## src/rtl/core/tirw_pkg.sv

```systemverilog
// shared types and constants for the tape image record walker
`default_nettype none
package tirw_pkg;

  localparam int unsigned WORD_W = 32;
  localparam int unsigned LEN_W  = 31;
  localparam int unsigned CFG_IDX_W = 2;

  typedef enum logic [1:0] {
    FMT_PAD32 = 2'd0,
    FMT_RAW32 = 2'd1,
    FMT_PAD16 = 2'd2
  } tirw_format_t;

  localparam logic [CFG_IDX_W-1:0] REG_TAPE_FORMAT = 2'd0;
  localparam logic [CFG_IDX_W-1:0] REG_MAX_LEN     = 2'd1;

  localparam logic [1:0]       FORMAT_RESET  = 2'd0;
  localparam logic [LEN_W-1:0] MAX_LEN_RESET = 31'd65536;

  localparam logic [WORD_W-1:0] EOT_WORD     = 32'hFFFF_FFFF;
  localparam logic [WORD_W-1:0] HDR_LONG     = 32'd4;
  localparam logic [WORD_W-1:0] HDR_SHORT    = 32'd2;
  localparam logic [WORD_W-1:0] FRAME_LONG   = 32'd8;
  localparam logic [WORD_W-1:0] FRAME_SHORT  = 32'd2;

  typedef enum logic [2:0] {
    EV_RECORD       = 3'd0,
    EV_TAPE_MARK    = 3'd1,
    EV_END_LOGICAL  = 3'd2,
    EV_END_PHYSICAL = 3'd3,
    EV_INVALID      = 3'd4,
    EV_FINISHED     = 3'd5
  } tirw_event_t;

  typedef struct packed {
    logic [WORD_W-1:0] length_word;
    logic              no_data;
  } tirw_item_t;

  typedef struct packed {
    tirw_event_t       event_kind;
    logic              error_marked;
    logic              starts_new_file;
    logic [WORD_W-1:0] object_position;
    logic [WORD_W-1:0] object_number;
    logic [WORD_W-1:0] record_number;
    logic [WORD_W-1:0] file_number;
    logic [LEN_W-1:0]  record_length;
    logic [WORD_W-1:0] next_position;
  } tirw_result_t;

endpackage
`default_nettype wire

```

## src/rtl/core/tirw_in_if.sv

```systemverilog
// input channel interface: header word transactions
`default_nettype none
interface tirw_in_if;
  logic        valid;
  logic        ready;
  logic [31:0] length_word;
  logic        no_data;

  modport source (output valid, output length_word, output no_data, input ready);
  modport sink   (input valid, input length_word, input no_data, output ready);
endinterface
`default_nettype wire

```

## src/rtl/core/tirw_out_if.sv

```systemverilog
// result channel interface: walk event transactions
`default_nettype none
interface tirw_out_if;
  logic        valid;
  logic        ready;
  logic [2:0]  event_kind;
  logic        error_marked;
  logic        starts_new_file;
  logic [31:0] object_position;
  logic [31:0] object_number;
  logic [31:0] record_number;
  logic [31:0] file_number;
  logic [30:0] record_length;
  logic [31:0] next_position;

  modport source (output valid, output event_kind, output error_marked,
                  output starts_new_file, output object_position, output object_number,
                  output record_number, output file_number, output record_length,
                  output next_position, input ready);
  modport sink   (input valid, input event_kind, input error_marked,
                  input starts_new_file, input object_position, input object_number,
                  input record_number, input file_number, input record_length,
                  input next_position, output ready);
endinterface
`default_nettype wire

```

## src/rtl/core/tirw_in_stage.sv

```systemverilog
// input register stage for header word transactions
`default_nettype none
module tirw_in_stage (
  input  wire logic          clk,
  input  wire logic          rst_n,
  tirw_in_if.sink            in_ch,
  input  wire logic          take,
  output logic               item_valid,
  output tirw_pkg::tirw_item_t item
);

  logic                 valid_r;
  logic                 valid_nxt;
  tirw_pkg::tirw_item_t item_r;
  logic                 rdy;

  assign rdy         = !valid_r || take;
  assign in_ch.ready = rdy;
  assign valid_nxt   = rdy ? in_ch.valid : valid_r;
  assign item_valid  = valid_r;
  assign item        = item_r;

  always_ff @(posedge clk) begin
    if (!rst_n) begin
      valid_r <= 1'b0;
    end else begin
      valid_r <= valid_nxt;
    end
  end

  always_ff @(posedge clk) begin
    if (in_ch.valid && rdy) begin
      item_r.length_word <= in_ch.length_word;
      item_r.no_data     <= in_ch.no_data;
    end
  end

endmodule
`default_nettype wire

```

## src/rtl/core/tirw_walk.sv

```systemverilog
// walk state, configuration registers and per-header decode
`default_nettype none
module tirw_walk (
  input  wire logic                                clk,
  input  wire logic                                rst_n,
  input  wire logic                                cfg_we,
  input  wire logic [tirw_pkg::CFG_IDX_W-1:0]      cfg_index,
  input  wire logic [tirw_pkg::LEN_W-1:0]          cfg_wdata,
  input  wire logic                                step,
  input  wire tirw_pkg::tirw_item_t                item,
  output tirw_pkg::tirw_result_t                   result
);

  logic [1:0]                     format_r;
  logic [tirw_pkg::LEN_W-1:0]     max_len_r;
  logic [tirw_pkg::WORD_W-1:0]    pos_r, pos_nxt;
  logic [tirw_pkg::WORD_W-1:0]    obj_r, obj_nxt;
  logic [tirw_pkg::WORD_W-1:0]    rec_r, rec_nxt;
  logic [tirw_pkg::WORD_W-1:0]    file_r, file_nxt;
  logic                           after_tm_r, after_tm_nxt;
  logic                           done_r, done_nxt;

  logic                           short_words;
  logic [tirw_pkg::WORD_W-1:0]    word;
  logic                           phys_end;
  logic                           err_bit;
  logic [tirw_pkg::LEN_W-1:0]     len;
  logic [tirw_pkg::WORD_W-1:0]    len_ext;
  logic [tirw_pkg::WORD_W-1:0]    len_even;
  logic [tirw_pkg::WORD_W-1:0]    hdr;
  logic [tirw_pkg::WORD_W-1:0]    frame;
  logic [tirw_pkg::WORD_W-1:0]    data_span;
  logic [tirw_pkg::WORD_W-1:0]    rec_next;
  tirw_pkg::tirw_event_t          kind;
  logic [tirw_pkg::WORD_W-1:0]    next_pos;

  assign short_words = (format_r == tirw_pkg::FMT_PAD16);
  assign word        = short_words ? {16'd0, item.length_word[15:0]} : item.length_word;
  assign phys_end    = item.no_data || (!short_words && (word == tirw_pkg::EOT_WORD));
  assign err_bit     = !short_words && word[tirw_pkg::WORD_W-1];
  assign len         = word[tirw_pkg::LEN_W-1:0];
  assign len_ext     = {1'b0, len};
  assign len_even    = (len_ext + 32'd1) & ~32'd1;
  assign hdr         = short_words ? tirw_pkg::HDR_SHORT : tirw_pkg::HDR_LONG;
  assign frame       = short_words ? tirw_pkg::FRAME_SHORT : tirw_pkg::FRAME_LONG;
  assign data_span   = (format_r == tirw_pkg::FMT_RAW32) ? len_ext : len_even;
  assign rec_next    = pos_r + frame + data_span;

  always_comb begin
    kind     = tirw_pkg::EV_RECORD;
    next_pos = pos_r;
    if (done_r) begin
      kind = tirw_pkg::EV_FINISHED;
    end else if (phys_end) begin
      kind = tirw_pkg::EV_END_PHYSICAL;
    end else if (len == '0) begin
      if (after_tm_r) begin
        kind = tirw_pkg::EV_END_LOGICAL;
      end else begin
        kind     = tirw_pkg::EV_TAPE_MARK;
        next_pos = pos_r + hdr;
      end
    end else if (len > max_len_r) begin
      kind = tirw_pkg::EV_INVALID;
    end else begin
      kind     = tirw_pkg::EV_RECORD;
      next_pos = rec_next;
    end
  end

  always_comb begin
    result.event_kind      = kind;
    result.error_marked    = !done_r && !phys_end && err_bit;
    result.starts_new_file = (kind == tirw_pkg::EV_RECORD) && after_tm_r;
    result.object_position = pos_r;
    result.object_number   = obj_r;
    result.record_number   = rec_r;
    result.file_number     = file_r;
    result.record_length   = (done_r || phys_end) ? '0 : len;
    result.next_position   = next_pos;
  end

  always_comb begin
    pos_nxt      = pos_r;
    obj_nxt      = obj_r;
    rec_nxt      = rec_r;
    file_nxt     = file_r;
    after_tm_nxt = after_tm_r;
    done_nxt     = done_r;
    if (step) begin
      case (kind)
        tirw_pkg::EV_TAPE_MARK: begin
          pos_nxt      = next_pos;
          obj_nxt      = obj_r + 32'd1;
          file_nxt     = file_r + 32'd1;
          rec_nxt      = 32'd1;
          after_tm_nxt = 1'b1;
        end
        tirw_pkg::EV_RECORD: begin
          pos_nxt      = next_pos;
          obj_nxt      = obj_r + 32'd1;
          rec_nxt      = rec_r + 32'd1;
          after_tm_nxt = 1'b0;
        end
        tirw_pkg::EV_END_LOGICAL,
        tirw_pkg::EV_END_PHYSICAL,
        tirw_pkg::EV_INVALID: begin
          done_nxt = 1'b1;
        end
        default: begin
          done_nxt = done_r;
        end
      endcase
    end
  end

  always_ff @(posedge clk) begin
    if (!rst_n) begin
      format_r   <= tirw_pkg::FORMAT_RESET;
      max_len_r  <= tirw_pkg::MAX_LEN_RESET;
      pos_r      <= '0;
      obj_r      <= 32'd1;
      rec_r      <= 32'd1;
      file_r     <= 32'd1;
      after_tm_r <= 1'b0;
      done_r     <= 1'b0;
    end else begin
      pos_r      <= pos_nxt;
      obj_r      <= obj_nxt;
      rec_r      <= rec_nxt;
      file_r     <= file_nxt;
      after_tm_r <= after_tm_nxt;
      done_r     <= done_nxt;
      if (cfg_we && (cfg_index == tirw_pkg::REG_TAPE_FORMAT)) begin
        format_r <= cfg_wdata[1:0];
      end
      if (cfg_we && (cfg_index == tirw_pkg::REG_MAX_LEN)) begin
        max_len_r <= cfg_wdata;
      end
    end
  end

endmodule
`default_nettype wire

```

## src/rtl/core/tirw_out_stage.sv

```systemverilog
// result register driving the event transaction channel
`default_nettype none
module tirw_out_stage (
  input  wire logic                   clk,
  input  wire logic                   rst_n,
  input  wire logic                   item_valid,
  input  wire tirw_pkg::tirw_result_t result,
  output logic                        take,
  tirw_out_if.source                  out_ch
);

  logic                   valid_r;
  logic                   valid_nxt;
  tirw_pkg::tirw_result_t data_r;

  assign take      = !valid_r || out_ch.ready;
  assign valid_nxt = take ? item_valid : valid_r;

  always_ff @(posedge clk) begin
    if (!rst_n) begin
      valid_r <= 1'b0;
    end else begin
      valid_r <= valid_nxt;
    end
  end

  always_ff @(posedge clk) begin
    if (item_valid && take) begin
      data_r <= result;
    end
  end

  assign out_ch.valid           = valid_r;
  assign out_ch.event_kind      = data_r.event_kind;
  assign out_ch.error_marked    = data_r.error_marked;
  assign out_ch.starts_new_file = data_r.starts_new_file;
  assign out_ch.object_position = data_r.object_position;
  assign out_ch.object_number   = data_r.object_number;
  assign out_ch.record_number   = data_r.record_number;
  assign out_ch.file_number     = data_r.file_number;
  assign out_ch.record_length   = data_r.record_length;
  assign out_ch.next_position   = data_r.next_position;

endmodule
`default_nettype wire

```

## src/rtl/core/tape_image_record_walker.sv

```systemverilog
// top level of the tape image record walker
// Returns one event transaction for each header word transaction, via the input register
// and then the result register. The position add, length compare and count updates of
// the walk state sit between those two registers, so a new header can enter every cycle
// while the result channel keeps up; a stall on the result side holds both registers and
// drops in_ch.ready once the input register holds a header. Configuration writes
// (index 0 tape format, index 1 maximum record length) apply to headers reaching the walk
// stage after the write; the user must make them only while idle, which is not enforced.
`default_nettype none
module tape_image_record_walker (
  input  wire logic                           clk,
  input  wire logic                           rst_n,
  input  wire logic                           cfg_we,
  input  wire logic [tirw_pkg::CFG_IDX_W-1:0] cfg_index,
  input  wire logic [tirw_pkg::LEN_W-1:0]     cfg_wdata,
  tirw_in_if.sink                             in_ch,
  tirw_out_if.source                          out_ch
);

  logic                   item_valid;
  tirw_pkg::tirw_item_t   item;
  tirw_pkg::tirw_result_t result;
  logic                   take;
  logic                   step;

  assign step = item_valid && take;

  tirw_in_stage u_in_stage (
    .clk        (clk),
    .rst_n      (rst_n),
    .in_ch      (in_ch),
    .take       (take),
    .item_valid (item_valid),
    .item       (item)
  );

  tirw_walk u_walk (
    .clk       (clk),
    .rst_n     (rst_n),
    .cfg_we    (cfg_we),
    .cfg_index (cfg_index),
    .cfg_wdata (cfg_wdata),
    .step      (step),
    .item      (item),
    .result    (result)
  );

  tirw_out_stage u_out_stage (
    .clk        (clk),
    .rst_n      (rst_n),
    .item_valid (item_valid),
    .result     (result),
    .take       (take),
    .out_ch     (out_ch)
  );

endmodule
`default_nettype wire
```

## src/flat_wrapper.sv

```systemverilog
// flat-port wrapper written by rule: the top's interface ports become plain ports
module tape_image_record_walker_flat 
  (clk, rst_n, cfg_we, cfg_index, cfg_wdata, in_ch_valid, in_ch_length_word, in_ch_no_data, in_ch_ready, out_ch_valid, out_ch_event_kind, out_ch_error_marked, out_ch_starts_new_file, out_ch_object_position, out_ch_object_number, out_ch_record_number, out_ch_file_number, out_ch_record_length, out_ch_next_position, out_ch_ready);
  tirw_in_if in_ch_i ();
  tirw_out_if out_ch_i ();
  input  wire logic clk;
  input  wire logic rst_n;
  input  wire logic cfg_we;
  input  wire logic [tirw_pkg::CFG_IDX_W-1:0] cfg_index;
  input  wire logic [tirw_pkg::LEN_W-1:0] cfg_wdata;
  input wire logic [$bits(in_ch_i.valid)-1:0] in_ch_valid;
  input wire logic [$bits(in_ch_i.length_word)-1:0] in_ch_length_word;
  input wire logic [$bits(in_ch_i.no_data)-1:0] in_ch_no_data;
  output wire logic [$bits(in_ch_i.ready)-1:0] in_ch_ready;
  output wire logic [$bits(out_ch_i.valid)-1:0] out_ch_valid;
  output wire logic [$bits(out_ch_i.event_kind)-1:0] out_ch_event_kind;
  output wire logic [$bits(out_ch_i.error_marked)-1:0] out_ch_error_marked;
  output wire logic [$bits(out_ch_i.starts_new_file)-1:0] out_ch_starts_new_file;
  output wire logic [$bits(out_ch_i.object_position)-1:0] out_ch_object_position;
  output wire logic [$bits(out_ch_i.object_number)-1:0] out_ch_object_number;
  output wire logic [$bits(out_ch_i.record_number)-1:0] out_ch_record_number;
  output wire logic [$bits(out_ch_i.file_number)-1:0] out_ch_file_number;
  output wire logic [$bits(out_ch_i.record_length)-1:0] out_ch_record_length;
  output wire logic [$bits(out_ch_i.next_position)-1:0] out_ch_next_position;
  input wire logic [$bits(out_ch_i.ready)-1:0] out_ch_ready;
  assign in_ch_i.valid = in_ch_valid;
  assign in_ch_i.length_word = in_ch_length_word;
  assign in_ch_i.no_data = in_ch_no_data;
  assign in_ch_ready = in_ch_i.ready;
  assign out_ch_valid = out_ch_i.valid;
  assign out_ch_event_kind = out_ch_i.event_kind;
  assign out_ch_error_marked = out_ch_i.error_marked;
  assign out_ch_starts_new_file = out_ch_i.starts_new_file;
  assign out_ch_object_position = out_ch_i.object_position;
  assign out_ch_object_number = out_ch_i.object_number;
  assign out_ch_record_number = out_ch_i.record_number;
  assign out_ch_file_number = out_ch_i.file_number;
  assign out_ch_record_length = out_ch_i.record_length;
  assign out_ch_next_position = out_ch_i.next_position;
  assign out_ch_i.ready = out_ch_ready;
  tape_image_record_walker u_core (.clk(clk), .rst_n(rst_n), .cfg_we(cfg_we), .cfg_index(cfg_index), .cfg_wdata(cfg_wdata), .in_ch(in_ch_i), .out_ch(out_ch_i));
endmodule
```

## config.mk

```make
export PLATFORM = sky130hd
export DESIGN_NAME = tape_image_record_walker_flat
export DESIGN_NICKNAME = d
export VERILOG_FILES = /design/src/rtl/core/tirw_pkg.sv /design/src/rtl/core/tirw_in_if.sv /design/src/rtl/core/tirw_out_if.sv /design/src/rtl/core/tirw_in_stage.sv /design/src/rtl/core/tirw_walk.sv /design/src/rtl/core/tirw_out_stage.sv /design/src/rtl/core/tape_image_record_walker.sv /design/src/flat_wrapper.sv
export SDC_FILE = /design/constraint.sdc
export NUM_CORES = 1
export LEC_CHECK = 0
export CORE_MARGIN = 2
export CORE_UTILIZATION = 48
export DETAILED_ROUTE_END_ITERATION = 16
export DONT_BUFFER_PORTS = 1
export PLACE_DENSITY = 0.67
export RECOVER_POWER = 50
export SETUP_SLACK_MARGIN = 0.05
export SYNTH_ARGS = -nofsm -noshare
export SYNTH_HDL_FRONTEND = slang
export SYNTH_HIERARCHICAL = 1
export SYNTH_SLANG_ARGS = --single-unit
```

## constraint.sdc

```tcl
create_clock -name clk -period 9.2 [get_ports clk]
set_input_delay 0 -clock clk [delete_from_list [all_inputs] [get_ports clk]]
set_output_delay 0 -clock clk [all_outputs]
set_load 0.1 [all_outputs]
```

-- After elaboration in Yosys (flattened, before gate mapping)
Cells that the tools add are included.
- $lt $le $gt $ge: 1
- div/mod/pow operators: 0
- $add $sub $neg: 7
- reduce and logical (&&, ||, !) cells: 28
- eq/ne operators: 8
- multiply operators: 0
- shift-type cells: 0
- muxes and demuxes: 16
- bitwise logic cells: 0
- operators with widths (kind ; count):
    32-bit two-way mux ; 7
    32-bit by 1-bit adder with 32-bit output (second input constant) ; 3
    32-bit one-hot mux with 2 select lines ; 1
    31-bit by 1-bit adder with 32-bit output (second input constant) ; 1
    32-bit by 3-bit adder with 32-bit output ; 1
    32-bit adder ; 1
    32-bit by 4-bit adder with 32-bit output ; 1
    32-bit equality test (second input constant) ; 1
    31-bit > comparator ; 1
    31-bit logical NOT ; 1
    3-bit two-way mux ; 5
    1-bit logical AND ; 9
    2-bit AND reduction ; 4
    3-bit by 2-bit equality test with 1-bit output (second input constant) ; 2
    1-bit logical NOT ; 5
    2-bit by 1-bit equality test with 1-bit output (second input constant) ; 2
    1-bit logical OR ; 4
    4-bit two-way mux ; 1
    3-bit by 1-bit equality test with 1-bit output (second input constant) ; 1
    3-bit equality test (second input constant) ; 1
    3-bit logical NOT ; 1
    3-bit OR reduction ; 1
    2-bit equality test (second input constant) ; 1
    2-bit logical NOT ; 1
    other kinds (4) ; 4
- bits in latches: 0
- memory bits (read-only): 0
- memory bits (writable): 0
- flip-flop bits (word level): 394
- memories: 0

-- Logic depth before layout (Yosys ltp)
- depth after elaboration: 10
- gate-level depth with buffers: 22
- depth with buffers taken out: 19

-- Cells and area by module
The synthesis kept the hierarchy.
- by module, submodules not included (module ; times used ; cells an instance ; sequential area each (um^2) ; area each (um^2)):
    tirw_walk ; 1 ; 1597 ; 3263.1 ; 12161.7
    tirw_out_stage ; 1 ; 201 ; 5905.7 ; 5943.2
    tirw_in_stage ; 1 ; 38 ; 1011.0 ; 1048.5
    tape_image_record_walker ; 1 ; 1 ; 0.0 ; 6.3

-- Worst setup path after synthesis
Ideal clock, no wire load.
- kind: register -> register
- from: register u_core.u_walk.format_r[0]
- to: register u_core.u_out_stage.data_r (netlist bit u_core/u_out_stage/out_ch.next_position[25]), data pin
- arrival: 3.786 ns
- path slack: 5.152 ns
- path buffers: 3
- cell stages (with the launch flop): 16
- cell sequence: dfxtp_1 -> nand2b_4 -> buf_4 -> buf_4 -> clkbuf_1 -> fa_1 -> ha_1 -> nor2b_1 -> o31a_1 -> a41o_1 -> o2111ai_1 -> and3_1 -> o211ai_1 -> o31ai_1 -> xor2_1 -> o21ai_0
- RTL lines (item ; line ; text):
    start, declared ; tirw_walk.sv:14 ; logic [1:0] format_r;
    start signal, assigned ; tirw_walk.sv:119 ; format_r <= tirw_pkg::FORMAT_RESET;
    start signal, assigned ; tirw_walk.sv:135 ; format_r <= cfg_wdata[1:0];
    end signal, assigned ; tirw_out_stage.sv:29 ; data_r <= result;
    end, declared ; tirw_out_stage.sv:14 ; tirw_pkg::tirw_result_t data_r;

-- Worst setup path in the final report
- from: register u_core.u_out_stage.valid_r (netlist: u_core/u_out_stage/out_ch.valid)
- to: register u_core.u_out_stage.data_r (netlist bit u_core/u_out_stage/out_ch.record_number[20]) (enable)
- word-level cells in the longest chain between the ends: 3
- ends and longest elaborated chain (item ; line ; text):
    start, declared ; tirw_out_stage.sv:12 ; logic valid_r;
    start signal, assigned ; tirw_out_stage.sv:23 ; valid_r <= valid_nxt;
    1-bit logical NOT ; tirw_out_stage.sv:16 ; assign take = !valid_r || out_ch.ready;
    1-bit logical OR ; tirw_out_stage.sv:16 ;
    via u_core.take ; tape_image_record_walker.sv:23 ; logic take;
    1-bit logical AND ; tirw_out_stage.sv:28 ; if (item_valid && take) begin
The timed path passes the listed nets, and every way through them passes these cells.
A chain may end at the register's enable or synchronous reset.

==> flow_summary.toml <==
[sta]
report.final.slew_viol_count = 164
period_share_pct = 55.8
period_minus_slack_ns = 5.14
finClkSkew_ns = 0.0207
hold_viol = 0
max_slew.worst_pin.slew_ns = 3.37
setup_viol = 0
clock.fmax_mhz = 195
fin_tns_setup_ns = 0
relSlewSlack_pct = -125
grt_setup_unrepaired = "false"

[logic_synthesis]
synthCells = 1837
syn_nets = 2008
ys.flop_type = "edfxtp_1"
synth_seq_area_share_pct = 53.1
synth_edf_count = 229
synthTopCellsByArea = "edfxtp_1 (36%), dfxtp_1 (17%), ha_1 (6.3%)"
ys_types = 85
syn_area_mm2 = 0.0192
synth_seq_cells = 394
async_flop_share_pct = 0
synth_top_area_share_pct = 35.9
avgSynthCellArea_um2 = 10.4
yosysTopAreaCell = "edfxtp_1"
yosysWarningCount = 6

[routing]
drtAntennaViolNets = 0
drtIter0Drc = 1125
drt_pass1_iterations = 5
wl_per_cell_um = 21.1
drc = 0
viasPerCell = 5.77
vias = 14120
routed_wl_um = 51700

[power]
leakage_nw = 7.86
peakVddDrop_mv = 0.150
p_per_area_mw_per_mm2 = 198
total_power_mw = 4.29

[placement]
gp_congestion = 0.892
io_buffers = 0
placed_cells = 2300
hpwl_um = 37000

[min_path]
hold_path_depth = 1
hold_start = "in_ch_length_word[28]"
min_path_type = "input pin to register"
hold_end = "u_core/u_in_stage/item[29]"

[final_layout]
drive_gt1_share_pct = 6.25
layout.cells.most_common_list = "edfxtp_1 (229), nand2_1 (212), dfxtp_1 (165)"
n_antenna_cell = 0
final_common_cell = "edfxtp_1"
fin_cells = 2446
fin_nets = 2060
syn_to_final_growth_pct = 12.9

[grt]
gr-total-overflow = 0
grt_pass1_vias = 13560
use_met3_pct = 4.59
grt_use_met2_pct = 40.6
busiest_layer = "met2"
use_met1_pct = 33.2
grt_max_degree = 73
antenna_found_initial = 0
grt_pass1_wl_um = 79600
grt_util_all_layers_pct = 24.8

[clocking]
cts-buffers-inserted = 41
h-tree-depth = 2
clkTransAtPathRegs_ns = 0.06
insertion_delay_ns = 0.57
clock_path_buffers = 3
cts_tree = "done"
cts_sinks = 394
root_buffer = "clkbuf_16"

[floorplan]
die_w_um = 204
die_y_um = 204
num_rows = 73
fp.coreArea_mm2 = 0.0395
die_area_mm2 = 0.0415
ios = 269
start_util_pct = 48.4

[outcome]
violations = "max-capacitance violations, max-slew violations"
status = "complete, but fails checks"

[setup_path]
critPathMaxStageDelay_ns = 2.25
start_kind = "register"
critPathBufInv = 2
r2r_cells = 4
reg2reg_slack_ns = 4.06
cp_slowest_cell = "and2_0"
crit_path_max_fanout = 53
arrival_ns = 5.34
cpMostUsedCell = "buf_4"
worstPathCellList = "nand2b_2 > and2_0 > buf_4 > buf_4"
required_ns = 9.40
path_class = "register to register"
crit_cells = 4
timing.rr.end = "u_core/u_out_stage/out_ch.record_number[20]"
end_kind = "register"
cp_top_family = "simple AND/OR/NAND/NOR gates"
r2r-start = "u_core/u_out_stage/out_ch.valid"

[job]
maxCapViolCount = 3
[layer usage]
layer	vias up	part of all wire [%]
met5	-	0
met4	0	3.0
met3	82	6.4
met2	532	47
met1	6806	44
li1	6700	-
[logic make-up (layout without fill, tap and decap cells)]
| group | after synthesis | after routing | synth area share [%] |
|---|---|---|---|
| buffers and inverters | 151 | 235 | 3.24 |
| xor gates and xnor gates | 141 | 141 | 6.45 |
| muxes | 10 | 10 | 0.536 |
| adders and majority gates | 100 | 100 | 6.69 |
| AOI/OAI and AO/OA | 318 | 318 | 10.9 |
| DFF | 394 | 394 | 53.1 |
| and+or+nand+nor | 723 | 723 | 19.1 |
[through the flow]
| stage | utilization [%] | setup WS, ns | hold WS (ns) | area, um2 |
|---|---|---|---|---|
| final | 54.7 | 4.06 | 0.0543 | 21600 |
| after global routing | 54.7 | 3.62 | 0.0375 | 21600 |
| after CTS | 54.8 | 4.56 | 0.0294 | 21700 |
| after detailed placement | 49.5 | 4.57 | 0.0789 | 19600 |
| after global placement | 49.5 | 4.70 | 0.0768 | 19600 |
| after floorplan | - | 5.15 | 0.0989 | 19200 |
[layout make-up]
type	count	area [um2]
inverters	79	297
clock buffers	53	1120
fillers	3411	17900
repair buffers	81	776
clock inverters	22	245
multi-input cells	1292	8360
flip-flops and latches	394	10200
well taps	525	657
[how the worst max path moves through the flow]
stage,start,to
after detailed placement,u_core/u_in_stage/item[3],u_core/u_walk/pos_r[29]
after floorplan,u_core/u_walk/format_r[0],u_core/u_out_stage/out_ch.next_position[25]
after global placement,u_core/u_in_stage/item[5],u_core/u_walk/pos_r[28]
after global routing,rst_n,u_core/u_walk/max_len_r[10]
final,u_core/u_out_stage/out_ch.valid,u_core/u_out_stage/out_ch.record_number[20]
after CTS,u_core/u_in_stage/item[3],u_core/u_walk/pos_r[29]
[what timing repair did]
item,in CTS,in global routing
hold endpoints to repair,160,0
buffers inserted,0,0
gates resized for setup,0,0
hold buffers,71,0
[Yosys cell counts, drive strengths merged (9+ instances only)]
master / count
edfxtp: 229
nand2: 216
nor2: 166
dfxtp: 165
a21oi: 111
ha: 96
xnor2: 83
inv: 79
nand3: 68
o21ai: 64
xor2: 58
nand4: 53
and2: 45
clkbuf: 44
and3: 43
nor3: 41
buf: 28
a21o: 27
nor4: 21
or3: 19
a211oi: 16
and4: 16
o211ai: 15
nand2b: 12
a31oi: 11
o21ba: 9
[report_power, final]
group	internal, mW	switching [mW]
clock network	0.982	0.705
logic	0.111	0.201
registers	1.94	0.352
[registers in the layout, summed over array words and instances, names as in the netlist, 32 cells and up]
name / cells
u_core/u_in_stage/item: 33
u_core/u_out_stage/out_ch.file_number: 32
u_core/u_out_stage/out_ch.next_position: 32
u_core/u_out_stage/out_ch.object_number: 32
u_core/u_out_stage/out_ch.object_position: 32
u_core/u_out_stage/out_ch.record_number: 32
u_core/u_walk/file_r: 32
u_core/u_walk/obj_r: 32
u_core/u_walk/pos_r: 32
u_core/u_walk/rec_r: 32
Note: power is estimated with default switching activity, not from simulation.
